## src/rtl/core/cpd_pkg.sv

```systemverilog
// Shared types and codes for the game-port dongle model.
package cpd_pkg;

	typedef enum logic [2:0] {
		KIND_NONE    = 3'd0,
		KIND_ROBOCOP = 3'd1,
		KIND_BAT     = 3'd2,
		KIND_CRICKET = 3'd3,
		KIND_LEADER  = 3'd4,
		KIND_RUGBY   = 3'd5,
		KIND_STRIKER = 3'd6
	} cpd_kind_t;

	typedef enum logic [1:0] {
		CMD_CIA_WRITE = 2'd0,
		CMD_CIA_READ  = 2'd1,
		CMD_JOY_READ  = 2'd2,
		CMD_POTGO     = 2'd3
	} cpd_cmd_t;

	typedef struct packed {
		logic [7:0]  control_count;
		logic [31:0] stamp_cycle;
	} cpd_state_t;

	localparam logic [15:0] CIA_PA7_MASK   = 16'h0080;
	localparam logic [15:0] BAT_RESP_BIT   = 16'h0010;
	localparam logic [31:0] BAT_TIMEOUT    = 32'h0000_00e2;
	localparam logic [15:0] ROBOCOP_ADD    = 16'h0100;
	localparam logic [15:0] JOY_MASK       = 16'h0303;
	localparam logic [15:0] LEADER_PATTERN = 16'h0101;
	localparam logic [15:0] RUGBY_PATTERN  = 16'h0301;
	localparam logic [15:0] STRIKER_HIGH   = 16'h0203;
	localparam logic [15:0] STRIKER_LOW    = 16'h0200;
	localparam logic [15:0] POTGO_MASK     = 16'h0500;
	localparam logic [15:0] CRICKET_MASK   = 16'h0003;
	localparam logic [7:0]  COUNT_MAX      = 8'hff;
	localparam logic [7:0]  STRIKER_LIMIT  = 8'd4;

endpackage

```

## src/rtl/core/cpd_patch.sv

```systemverilog
// Combinational dongle rule: patched port value and next dongle state.
module cpd_patch (
	input  cpd_pkg::cpd_kind_t  kind,
	input  cpd_pkg::cpd_cmd_t   command,
	input  logic                second_unit,
	input  logic [15:0]         data_in,
	input  logic [31:0]         now_cycle,
	input  cpd_pkg::cpd_state_t state_cur,
	output logic [15:0]         data_out,
	output cpd_pkg::cpd_state_t state_nxt
);
	import cpd_pkg::*;

	logic [7:0]  cnt;
	logic [31:0] elapsed;
	logic        cnt_zero;

	assign cnt      = state_cur.control_count;
	assign cnt_zero = (cnt == 8'd0);
	assign elapsed  = now_cycle - state_cur.stamp_cycle;

	always_comb begin
		data_out  = data_in;
		state_nxt = state_cur;
		case (command)
			CMD_CIA_WRITE: begin
				if (kind == KIND_ROBOCOP && !second_unit) begin
					if ((data_in & CIA_PA7_MASK) != 16'd0) begin
						state_nxt.control_count = cnt ^ 8'd1;
					end
				end else if (kind == KIND_BAT && second_unit) begin
					if ((data_in & CIA_PA7_MASK) == 16'd0) begin
						state_nxt.control_count = 8'd1;
						state_nxt.stamp_cycle   = now_cycle;
					end
				end
			end
			CMD_CIA_READ: begin
				if (kind == KIND_BAT && second_unit) begin
					if (cnt_zero || elapsed > BAT_TIMEOUT) begin
						data_out                = data_in & ~BAT_RESP_BIT;
						state_nxt.control_count = 8'd0;
					end else begin
						data_out = data_in | BAT_RESP_BIT;
					end
				end
			end
			CMD_JOY_READ: begin
				case (kind)
					KIND_ROBOCOP: begin
						if (second_unit && !cnt_zero) begin
							data_out = data_in + ROBOCOP_ADD;
						end
					end
					KIND_CRICKET: begin
						if (!second_unit) begin
							data_out = (data_in & ~CRICKET_MASK)
								| (cnt_zero ? 16'd1 : 16'd2);
						end
						state_nxt.control_count = cnt ^ 8'd1;
					end
					KIND_LEADER: begin
						if (second_unit) begin
							data_out = (data_in & ~JOY_MASK) | LEADER_PATTERN;
						end
					end
					KIND_RUGBY: begin
						if (second_unit) begin
							data_out = (data_in & ~JOY_MASK) | RUGBY_PATTERN;
						end
					end
					KIND_STRIKER: begin
						if (second_unit) begin
							if (cnt >= STRIKER_LIMIT) begin
								data_out                = (data_in & ~JOY_MASK) | STRIKER_HIGH;
								state_nxt.control_count = cnt - 8'd1;
							end else if (!cnt_zero) begin
								data_out = (data_in & ~JOY_MASK) | STRIKER_LOW;
							end
						end
					end
					default: begin
						data_out = data_in;
					end
				endcase
			end
			default: begin
				// pot-go write: striker counts up on both bits, else down, saturating
				if (kind == KIND_STRIKER) begin
					if ((data_in & POTGO_MASK) == POTGO_MASK) begin
						if (cnt != COUNT_MAX) begin
							state_nxt.control_count = cnt + 8'd1;
						end
					end else if (!cnt_zero) begin
						state_nxt.control_count = cnt - 8'd1;
					end
				end
			end
		endcase
	end

endmodule

```

## src/rtl/core/copy_protection_dongle_model_top.sv

```systemverilog
// Top level of the game-port copy-protection dongle model.
//
// Usage: each item on the slave stream describes one machine access.
//   s_tuser carries the access kind and the unit select, s_tdata carries the
//   port value and the machine cycle count. Every item gives exactly one
//   item on the master stream carrying the port value after the dongle's
//   patch (writes come back unchanged).
// The dongle kind sits in a single register written through cfg_we and
//   cfg_wdata; write it only while no item is in flight.
// Timing: an accepted item passes through the input register, then the result
//   register, before it shows on the master stream. Throughput: one item per
//   cycle while m_tready stays high, kept by updating the counter and cycle
//   stamp as an item moves from the input register into the result register.
// Reset (arst_n low): both stages empty, kind none, counter and stamp zero.
// Stall: while m_tready is low the result register holds; the input
//   register still takes one more item, then s_tready drops until the
//   receiver frees the result register.
module copy_protection_dongle_model_top (
	input  logic        clk,
	input  logic        arst_n,
	// configuration
	input  logic        cfg_we,
	input  logic [2:0]  cfg_wdata,   // dongle_type
	// slave stream
	input  logic        s_tvalid,
	output logic        s_tready,
	input  logic [47:0] s_tdata,     // [15:0] data_in, [47:16] now_cycle
	input  logic [2:0]  s_tuser,     // [1:0] command, [2] second_unit
	// master stream
	output logic        m_tvalid,
	input  logic        m_tready,
	output logic [15:0] m_tdata      // [15:0] data_out
);
	import cpd_pkg::*;

	cpd_kind_t  kind_q;
	cpd_state_t state_q;
	cpd_state_t state_nxt;

	// input stage
	logic        valid_s1;
	cpd_cmd_t    cmd_s1;
	logic        unit_s1;
	logic [15:0] data_s1;
	logic [31:0] now_s1;

	// result stage
	logic        valid_s2;
	logic [15:0] result_s2;
	logic [15:0] patched;

	logic        out_free;
	logic        fire_s1;
	logic        take_in;

	// result register frees when empty or being taken this cycle
	assign out_free = !valid_s2 || m_tready;
	assign fire_s1  = valid_s1 && out_free;
	assign s_tready = !valid_s1 || out_free;
	assign take_in  = s_tvalid && s_tready;

	assign m_tvalid = valid_s2;
	assign m_tdata  = result_s2;

	// dongle kind register
	always_ff @(posedge clk or negedge arst_n) begin
		if (!arst_n) begin
			kind_q <= KIND_NONE;
		end else if (cfg_we) begin
			kind_q <= cpd_kind_t'(cfg_wdata);
		end
	end

	// capture the access into the input stage
	always_ff @(posedge clk or negedge arst_n) begin
		if (!arst_n) begin
			valid_s1 <= 1'b0;
		end else if (s_tready) begin
			valid_s1 <= s_tvalid;
		end
	end

	always_ff @(posedge clk) begin
		if (take_in) begin
			cmd_s1  <= cpd_cmd_t'(s_tuser[1:0]);
			unit_s1 <= s_tuser[2];
			data_s1 <= s_tdata[15:0];
			now_s1  <= s_tdata[47:16];
		end
	end

	cpd_patch u_patch (
		.kind        (kind_q),
		.command     (cmd_s1),
		.second_unit (unit_s1),
		.data_in     (data_s1),
		.now_cycle   (now_s1),
		.state_cur   (state_q),
		.data_out    (patched),
		.state_nxt   (state_nxt)
	);

	// advance the dongle state only as an item leaves the input stage
	always_ff @(posedge clk or negedge arst_n) begin
		if (!arst_n) begin
			state_q <= '0;
		end else if (fire_s1) begin
			state_q <= state_nxt;
		end
	end

	// result register: load on advance, drop when taken
	always_ff @(posedge clk or negedge arst_n) begin
		if (!arst_n) begin
			valid_s2 <= 1'b0;
		end else if (out_free) begin
			valid_s2 <= valid_s1;
		end
	end

	always_ff @(posedge clk) begin
		if (fire_s1) begin
			result_s2 <= patched;
		end
	end

	// an empty result register never blocks the input side
	a_ready_when_empty: assert property (@(posedge clk) disable iff (!arst_n)
		!m_tvalid |-> s_tready)
		else $error("input stalled with an empty result register");

	// writes come back unchanged
	a_write_passthrough: assert property (@(posedge clk) disable iff (!arst_n)
		fire_s1 && (cmd_s1 == CMD_CIA_WRITE || cmd_s1 == CMD_POTGO)
		|=> m_tvalid && m_tdata == $past(data_s1))
		else $error("write access altered its port value");

	// dongle state moves only when an item is processed
	a_state_hold: assert property (@(posedge clk) disable iff (!arst_n)
		!fire_s1 |=> $stable(state_q))
		else $error("dongle state changed without an item");

	// the cycle stamp is only taken by a second-unit write in bat mode
	a_stamp_source: assert property (@(posedge clk) disable iff (!arst_n)
		fire_s1 && !(kind_q == KIND_BAT && cmd_s1 == CMD_CIA_WRITE && unit_s1)
		|=> $stable(state_q.stamp_cycle))
		else $error("cycle stamp changed outside a bat arming write");

endmodule
```

## config.mk

```make
export PLATFORM = sky130hd
export DESIGN_NAME = copy_protection_dongle_model_top
export DESIGN_NICKNAME = d
export VERILOG_FILES = /design/src/rtl/core/cpd_pkg.sv /design/src/rtl/core/cpd_patch.sv /design/src/rtl/core/copy_protection_dongle_model_top.sv
export SDC_FILE = /design/constraint.sdc
export NUM_CORES = 1
export LEC_CHECK = 0
export BUFFER_PORTS_ARGS = -buffer_cell sky130_fd_sc_hd__buf_2
export CAP_MARGIN = 15
export CORE_UTILIZATION = 65
export DETAILED_ROUTE_END_ITERATION = 8
export PLACE_DENSITY_LB_ADDON = 0.3
export SLEW_MARGIN = 15
export SYNTH_ARGS = -nofsm -noshare
export SYNTH_HDL_FRONTEND = slang
export SYNTH_HIERARCHICAL = 1
export SYNTH_SLANG_ARGS = --single-unit
```

## constraint.sdc

```tcl
create_clock -name clk -period 8.9 [get_ports clk]
set_clock_uncertainty 0.2 [all_clocks]
set_input_delay 0.445 -clock clk [delete_from_list [all_inputs] [get_ports clk]]
set_output_delay 0.445 -clock clk [all_outputs]
set_load 0.02 [all_outputs]
```

After elaboration in Yosys (flattened, before gate mapping)
Cells that the tools add are included. Widths: inputs -> output; s select.

Output and inout port bits: 18. Flip-flop bits (word level): 112.

$lt $le $gt $ge: 2. Equality and inequality tests: 27. Add/subtract/negate cells: 4. Bitwise operators: 3. Mux-type cells: 26. Reduce and logical (&&, ||, !) cells: 20.

Operator list (number): $mux 40 (2); $pmux 16 s5 (1); $mux 8 (9); $mux 10 (5); $gt 32x8->1 const B (1); $mux 16 (2); $pmux 16 s2 (1); $sub 32x32->32 (1); $pmux 8 s3 (1); $add 16x9->16 const B (1); $logic_not 16->1 (1); $or 16x2->16 (1); $pmux 8 s2 (1); $reduce_and 13->1 (1); $ne 2x1->1 const B (6); $reduce_and 12->1 (1); $mux 5 (2); $ne 5x5->1 const B (2); $eq 3x3->1 const B (3); $add 8x1->8 const B (1); $ge 8x3->1 const B (1); $logic_not 8->1 (1); $ne 8x8->1 const B (1); $sub 8x1->8 const B (1); 18 further kinds (35).

Depth between registers and ports, before layout
Gate-level depths: netlist of the first run.

Depth in word-level cells: 6. Depth in mapped cells: 15. Mapped depth without buffers: 14.

Modules after synthesis
The synthesis of the first run kept the hierarchy.

Modules (own cells, without submodules): cpd_patch (seq. area each 0.0 um^2, area each 4092.7 um^2, cells an instance 645, times used 1); copy_protection_dongle_model_top (seq. area each 3138.0 um^2, area each 3868.7 um^2, cells an instance 166, times used 1).

Least setup slack after synthesis of the first run
No wires, ideal clock.

Kind: register to register. Start point: register state_q[0] (netlist bit). End point: register state_q[36] (netlist bit). Path slack: 5371 ps. Cell stages (with the launch flop): 15. Library setup time: 125 ps. Data arrival time: 3204 ps. Cells stage by stage: dfrtp_1 ha_1 fa_1 nor2b_1 o2111ai_2 a211oi_2 or3_1 a211oi_1 and4bb_1 and4b_1 and4_4 buf_6 a2111oi_4 o22ai_1 mux2_4.

Word-level cells in the longest chain between the ends: 5.

Ends and longest elaborated chain: start: declaration (RTL line copy_protection_dongle_model_top.sv:37) `cpd_state_t state_q;`; start signal: assignment (RTL line copy_protection_dongle_model_top.sv:108) `state_q <= state_nxt;`; $sub 32x32->32 (RTL line cpd_patch.sv:20) `assign elapsed = now_cycle - state_cur.stamp_cycle;`; $gt 32x8->1 (RTL line cpd_patch.sv:40) `if (cnt_zero || elapsed > BAT_TIMEOUT) begin`; $logic_or 1x1->1 (RTL line cpd_patch.sv:40); $ne 2x1->1 (no source line); $reduce_and 13->1 (no source line).

No other way between the ends. A chain may end at the register's enable or synchronous reset.

Worst setup path in the final report of the first run
Start point: register state_q[0] (netlist bit). End point: register state_q[39] (netlist bit).

Same word-level chain as after synthesis.

==> metrics.yaml, run 1 <==
status: "finished with violations"
violations: "hold timing"
synth-seq-cells: 112
rows: 40
final_nets: 959
fmax_mhz: 249
avgRoutedWirePerCell_um: 19.3
max_cap_violations: 0
fin_area_mm2: 0.00863
dieArea_mm2: 0.0127
drtAntennaViolNets: 0
clk_latency_ns: 0.35
crit_start: "state_q[0]$_DFFE_PN0P_"
viasPerCell: 6.60
syn_area_mm2: 0.00796
r2r_start: "state_q[0]$_DFFE_PN0P_"
rsz0062_at_grt: "false"
cts_buffer_depth: 2
critPathMaxFanout: 6
post-cts-setup-buffer-count: 0
hold_buffers: 0
syn_to_final_growth_pct: 8.42
drive_above_1_share: 0.217
ff2ff_path_depth: 13
floorplan.initialDensity: 0.666
synth_ff_type: "edfxtp_1"
worst_slew_pin_slew_ns: 0.842
grt.met3_usage: 0.0443
drcViolationCount: 0
yosysMostFrequentCell: "nand2_1"
detailed_place_hpwl_mm: 14.1
swShare: 0.421
synth_cells: 811
met1_usage: 0.369
h-tree-depth: 3
r2r-end: "state_q[39]$_DFFE_PN0P_"
period_minus_slack_ns: 4.02
path_clk_slew_ns: 0.08
first_iter_violations: 668
finalHoldViolations: 6
r2r_slack_ns: 4.88
fin_tns_setup_ns: 0
synth_common_cells: "nand2_1 (76), edfxtp_1 (67), a21oi_1 (60), o21ai_0 (60), inv_1 (49)"
path_class: "reg -> reg"
dp.cells: 996
ys_types: 80
core_mm2: 0.0120
critPathCapture: "state_q[39]$_DFFE_PN0P_"
cp.required_ns: 8.94
routed_wl_mm: 19.5
ir_worst_vdd_mv: 0.173
slew_headroom: 0.439
vias: 6680
cts_tree: "yes"
intPower_w: 0.00133
ys_async_sr_fraction: 0.402
synth_area_per_cell_um2: 9.82
cts_sinks: 112
worstPathArrival_ns: 4.07
combinationalPowerShare: 0.507
ys_warn_count: 6
first_pass_iters: 6
grt_remaining_overflow: 0
cts_root_buffer: "clkbuf_16"
cp-start-kind: "register"
switching_power_w: 0.000966
synth_edf_count: 67
antenna_found_initial: 0
antenna_cells: 0
cts_buffers: 9
io_buffers: 76
synth_area_leaders: "edfxtp_1 (25%), dfrtp_1 (14%), mux2_4 (7.4%)"
yosysTopAreaCellShare: 0.253
cp-end-kind: "register"
grt_max_degree: 46
grt_pass1_vias: 6543
power.leakage_nw: 3.61
dpl_cell_area_mm2: 0.00834
drv_slew: 0
power.density_mw_per_mm2: 266
die_x_um: 113
fin_cells: 1012
ios: 77
fin_crit_sh: 0.452
synth.net_count: 910
cts_resized: 0
grtUsageMet2: 0.565
track_usage: 0.315
gp_congestion: 0.970
yosysSeqAreaShare: 0.394
yosys.area.top_type: "edfxtp_1"
clkPwrFrac: 0.174
grt.busiest_layer: "met2"
hold_class: "in -> async"
hold-worst-slack_ns: -0.00409
p_seq_frac: 0.319
finalPower_w: 0.00230
grt_pass1_wl_mm: 31.5
die_h_um: 113
setup_violations: 0
## critical path, cell delays in order, from the launching register on
cell       delay [ns]
dfrtp_1          0.40
ha_1             0.22
fa_1             0.40
nor2b_1          0.27
o2111ai_2        0.26
a211oi_2         0.44
or3_1            0.17
a211oi_1         0.09
and4bb_1         0.21
and4b_1          0.19
and4_4           0.23
nor3_1           0.37
a22oi_1          0.17
mux2_4           0.29
## cell type report
class	count	area, µm²
Clock inverter	7	63.8
Tap cell	147	184
Timing Repair Buffer	79	403
Fill cell	892	3330
Inverter	49	184
Sequential cell	112	3140
Multi-Input combinational cell	609	4430
Clock buffer	9	225
## cell usage in the layout, fill, tap and decap left out, drive strengths merged, types with 7 or more instances in the layout
| cell type | n |
|---|---|
| nor2b | 13 |
| o21a | 7 |
| mux2 | 73 |
| a21o | 9 |
| a31oi | 10 |
| dfrtp | 45 |
| o22ai | 8 |
| a21oi | 62 |
| a211oi | 12 |
| nor2 | 46 |
| nand4 | 11 |
| xor2 | 7 |
| o31ai | 10 |
| o21ai | 64 |
| or3 | 10 |
| o211ai | 7 |
| inv | 52 |
| nand2 | 77 |
| a221oi | 8 |
| buf | 79 |
| ha | 39 |
| nor3 | 18 |
| nand3 | 14 |
| nand2b | 9 |
| clkbuf | 9 |
| and3 | 11 |
| edfxtp | 67 |
## registers in the layout, summed over array words and instances (netlist names)
| signal | flops |
|---|---|
| now_s1 | 32 |
| m_tvalid | 1 |
| state_q | 40 |
| cmd_s1 | 2 |
| kind_q | 3 |
| data_s1 | 16 |
| unit_s1 | 1 |
| m_tdata | 16 |
| valid_s1 | 1 |
## cells by family after synthesis
family                   share of synthesized area
buffers and inverters                       0.0490
AO/OA/AOI/OAI                                0.203
multiplexers                                 0.128
XOR/XNOR                                   0.00880
adder cells (fa/ha/maj)                     0.0638
flip-flops                                   0.394
AND/OR/NAND/NOR                              0.153
## routing by layer
layer  vias up  share of wire  wire [µm]
met1      3195           0.41       7960
met5         -              0          0
met2       300           0.51       9950
met4         0          0.032        624
met3        58          0.051        990
li1       3127              -          -
## through the flow
stage / hold slack (ns) / worst slack, ns / util
final: -0.00409 / 4.88 / 0.722
after global routing: 0.0386 / 4.69 / 0.722
after CTS: 0.0168 / 4.97 / 0.722
after detailed placement: 0.314 / 5.00 / 0.697
after global placement: 0.309 / 5.08 / 0.697
after floorplan: -0.0506 / 5.37 / -
## worst min-delay path by stage
stage               slack, ns                       to
finish                 -0.004  state_q[35]$_DFFE_PN0P_
global route             0.04      now_s1[4]$_DFFE_PP_
CTS                      0.02   state_q[1]$_DFFE_PN0P_
detailed placement       0.31  state_q[13]$_DFFE_PN0P_
global placement         0.31  state_q[16]$_DFFE_PN0P_
floorplan               -0.05    kind_q[0]$_DFFE_PN0P_
## power by group through the flow
stage          Combinational (W)  Sequential [W]  Clock (W)
6_report                 0.00116        0.000732   0.000399
5_1_grt                  0.00126        0.000744   0.000424
4_1_cts                  0.00114        0.000730   0.000407
3_5_place_dp             0.00113        0.000740          0
3_3_place_gp             0.00110        0.000732          0
2_1_floorplan           0.000892        0.000719          0
Note: power is estimated with default switching activity, not from simulation.
==> run 2: changes to the inputs <==
CORE_UTILIZATION = 61   (was 65)
clock period = 3.9 ns   (was 8.9 ns; I/O delays follow)
==> metrics.yaml, run 2 (synthesis gave the netlist of run 1 again) <==
final_cell_mix: "buf_2 (76), nand2_1 (76), edfxtp_1 (67)"
p_seq_frac: 0.306  # -0.013
setup_violations: 0  # unchanged
io_buffers: 76  # unchanged
detailed_place_hpwl_mm: 13.9  # -1.1%
h-tree-depth: 3  # unchanged
fmax_mhz: 267  # +7.4%
cp.required_ns: 3.95  # -4.99 ns
path_class: "reg -> reg"
dpl_cell_area_mm2: 0.00846  # +1.4%
grt_pass1_vias: 6960  # +6.4%
cts_root_buffer: "clkbuf_16"
rows: 41  # +2.5%
max_cap_violations: 0  # unchanged
first_iter_violations: 714  # +6.9%
first_pass_iters: 9  # +3
dieArea_mm2: 0.0135  # +6.4%
period_minus_slack_ns: 3.75  # -0.278 ns
drcViolationCount: 0  # unchanged
cp-end-kind: "register"
viasPerCell: 6.38  # -3.4%
track_usage: 0.320  # +0.00586
cts_buffer_depth: 2  # unchanged
cts_buffers: 9  # unchanged
hold-worst-slack_ns: 0.269  # +0.273 ns
cp_top_family: "compound AO/OA/AOI/OAI gates"
drtAntennaViolNets: 0  # unchanged
ios: 77  # unchanged
r2r_slack_ns: 0.15  # -4.72 ns
routed_wl_mm: 21.1  # +8.2%
intPower_w: 0.00316  # +140%
syn_to_final_growth_pct: 18.5
fin_crit_sh: 0.960  # +0.508
slowest_stage: "dfrtp_1"
core_mm2: 0.0127  # +5.9%
slew_headroom: 0.466  # +0.0269
combinationalPowerShare: 0.520  # +0.013
vias: 7078  # +6.0%
ff2ff_path_depth: 13  # unchanged
cpPeakStageDelay_ns: 0.41  # -0.03 ns
die_h_um: 116  # +3.2%
switching_power_w: 0.00228  # +140%
grt_max_degree: 46  # unchanged
antenna_cells: 0  # unchanged
path_cells: "ha_1 > fa_1 > nor2b_2 > o2111ai_4 > a21oi_4 > a211oi_2 > o41ai_2 > xor2_1 > nor4_2 > and4_4 > a2111oi_4 > o22ai_1 > mux2_4"
largestRegisters: "state_q (40), now_s1 (32)"
largest_reg_flops: 40  # unchanged
power.density_mw_per_mm2: 577  # +120%
finalHoldViolations: 0  # -6
finalPower_w: 0.00545  # +140%
status: "completed"
swShare: 0.419  # -0.00160
drv_slew: 0  # unchanged
r2r_start: "state_q[0]$_DFFE_PN0P_"
r2r-end: "state_q[36]$_DFFE_PN0P_"
cts_tree: "yes"
grt_remaining_overflow: 0  # unchanged
final_nets: 1032  # +7.6%
floorplan.initialDensity: 0.628  # -0.0373
antenna_found_initial: 0  # unchanged
cp-start-kind: "register"
hold_class: "in -> async"
ir_worst_vdd_mv: 0.505  # +190%
top_register: "state_q"
fin_util: 0.745  # +0.0231
clkPwrFrac: 0.174  # about the same
grt_pass1_wl_mm: 33.2  # +5.5%
drive_above_1_share: 0.222  # +0.00441
gp_congestion: 0.953  # -1.8%
fin_area_mm2: 0.00944  # +9.3%
crit_buf_inv: 0  # unchanged
power.leakage_nw: 3.94  # +9.1%
critPathMaxFanout: 6  # unchanged
die_x_um: 116  # +3.2%
worstPathArrival_ns: 3.80  # -0.27 ns
clk_latency_ns: 0.37  # +0.02 ns
cts_sinks: 112  # unchanged
worst_slew_pin_slew_ns: 0.801  # -0.0403 ns
avgRoutedWirePerCell_um: 19.0  # -1.4%
path_clk_slew_ns: 0.08  # about the same
==> run 2: cell type report <==
| type | instances | area, µm² |
|---|---|---|
| Sequential cell | 112 | 3140 |
| Tap cell | 172 | 215 |
| Timing Repair Buffer | 152 | 1100 |
| Fill cell | 907 | 3230 |
| Inverter | 49 | 184 |
| Clock inverter | 6 | 67.6 |
| Clock buffer | 10 | 239 |
| Multi-Input combinational cell | 609 | 4490 |
==> run 2: timing repair <==
item | 4_1_cts | 5_1_grt
resized for setup | 0 | 11
endpoints found under the setup margin | 0 | 9
endpoints found under the hold margin | 101 | 0
setup buffers | 0 | 1
hold buffers | 61 | 0
==> run 2: metal layers <==
metal  part of all wire  GRT usage  vias up
met4              0.034      0.156        0
met1               0.39      0.363     3359
met3              0.060     0.0612       71
li1                   -          -     3289
met2               0.52      0.578      359
met5                  0          0        -
==> run 2: worst min-delay path, stage by stage <==
cell	delay (ns)
dlygate4sd3_1	0.52
buf_2	0.09
buf_4	0.51
==> run 2: how the worst max path moves through the flow <==
stage                                 start                      end  slack, ns  cells past startpoint
finish               state_q[0]$_DFFE_PN0P_  state_q[36]$_DFFE_PN0P_       0.15                     13
global route        state_q[16]$_DFFE_PN0P_  state_q[36]$_DFFE_PN0P_      -0.02                     12
CTS                  state_q[0]$_DFFE_PN0P_  state_q[34]$_DFFE_PN0P_       0.01                     13
detailed placement   state_q[0]$_DFFE_PN0P_  state_q[34]$_DFFE_PN0P_       0.03                     13
global placement       now_s1[16]$_DFFE_PP_  state_q[39]$_DFFE_PN0P_       0.19                     12
floorplan            state_q[0]$_DFFE_PN0P_  state_q[36]$_DFFE_PN0P_       0.37                     14
==> run 2: power groups by stage <==
stage,logic (W),clock network (W),registers (W)
floorplan,0.00204,0,0.00164
global placement,0.00259,0,0.00166
detailed placement,0.00263,0,0.00168
CTS,0.00271,0.000953,0.00166
global route,0.00307,0.00101,0.00169
finish,0.00283,0.000948,0.00166
==> run 2: metrics by stage <==
stage | setup WS (ns) | TNS, ns | instances
detailed placement | 0.0274 | 0 | 1032
global placement | 0.192 | 0 | 1032
global route | -0.0236 | -0.0260 | 1110
floorplan | 0.371 | 0 | 811
finish | 0.154 | 0 | 1110
CTS | 0.0134 | 0 | 1109
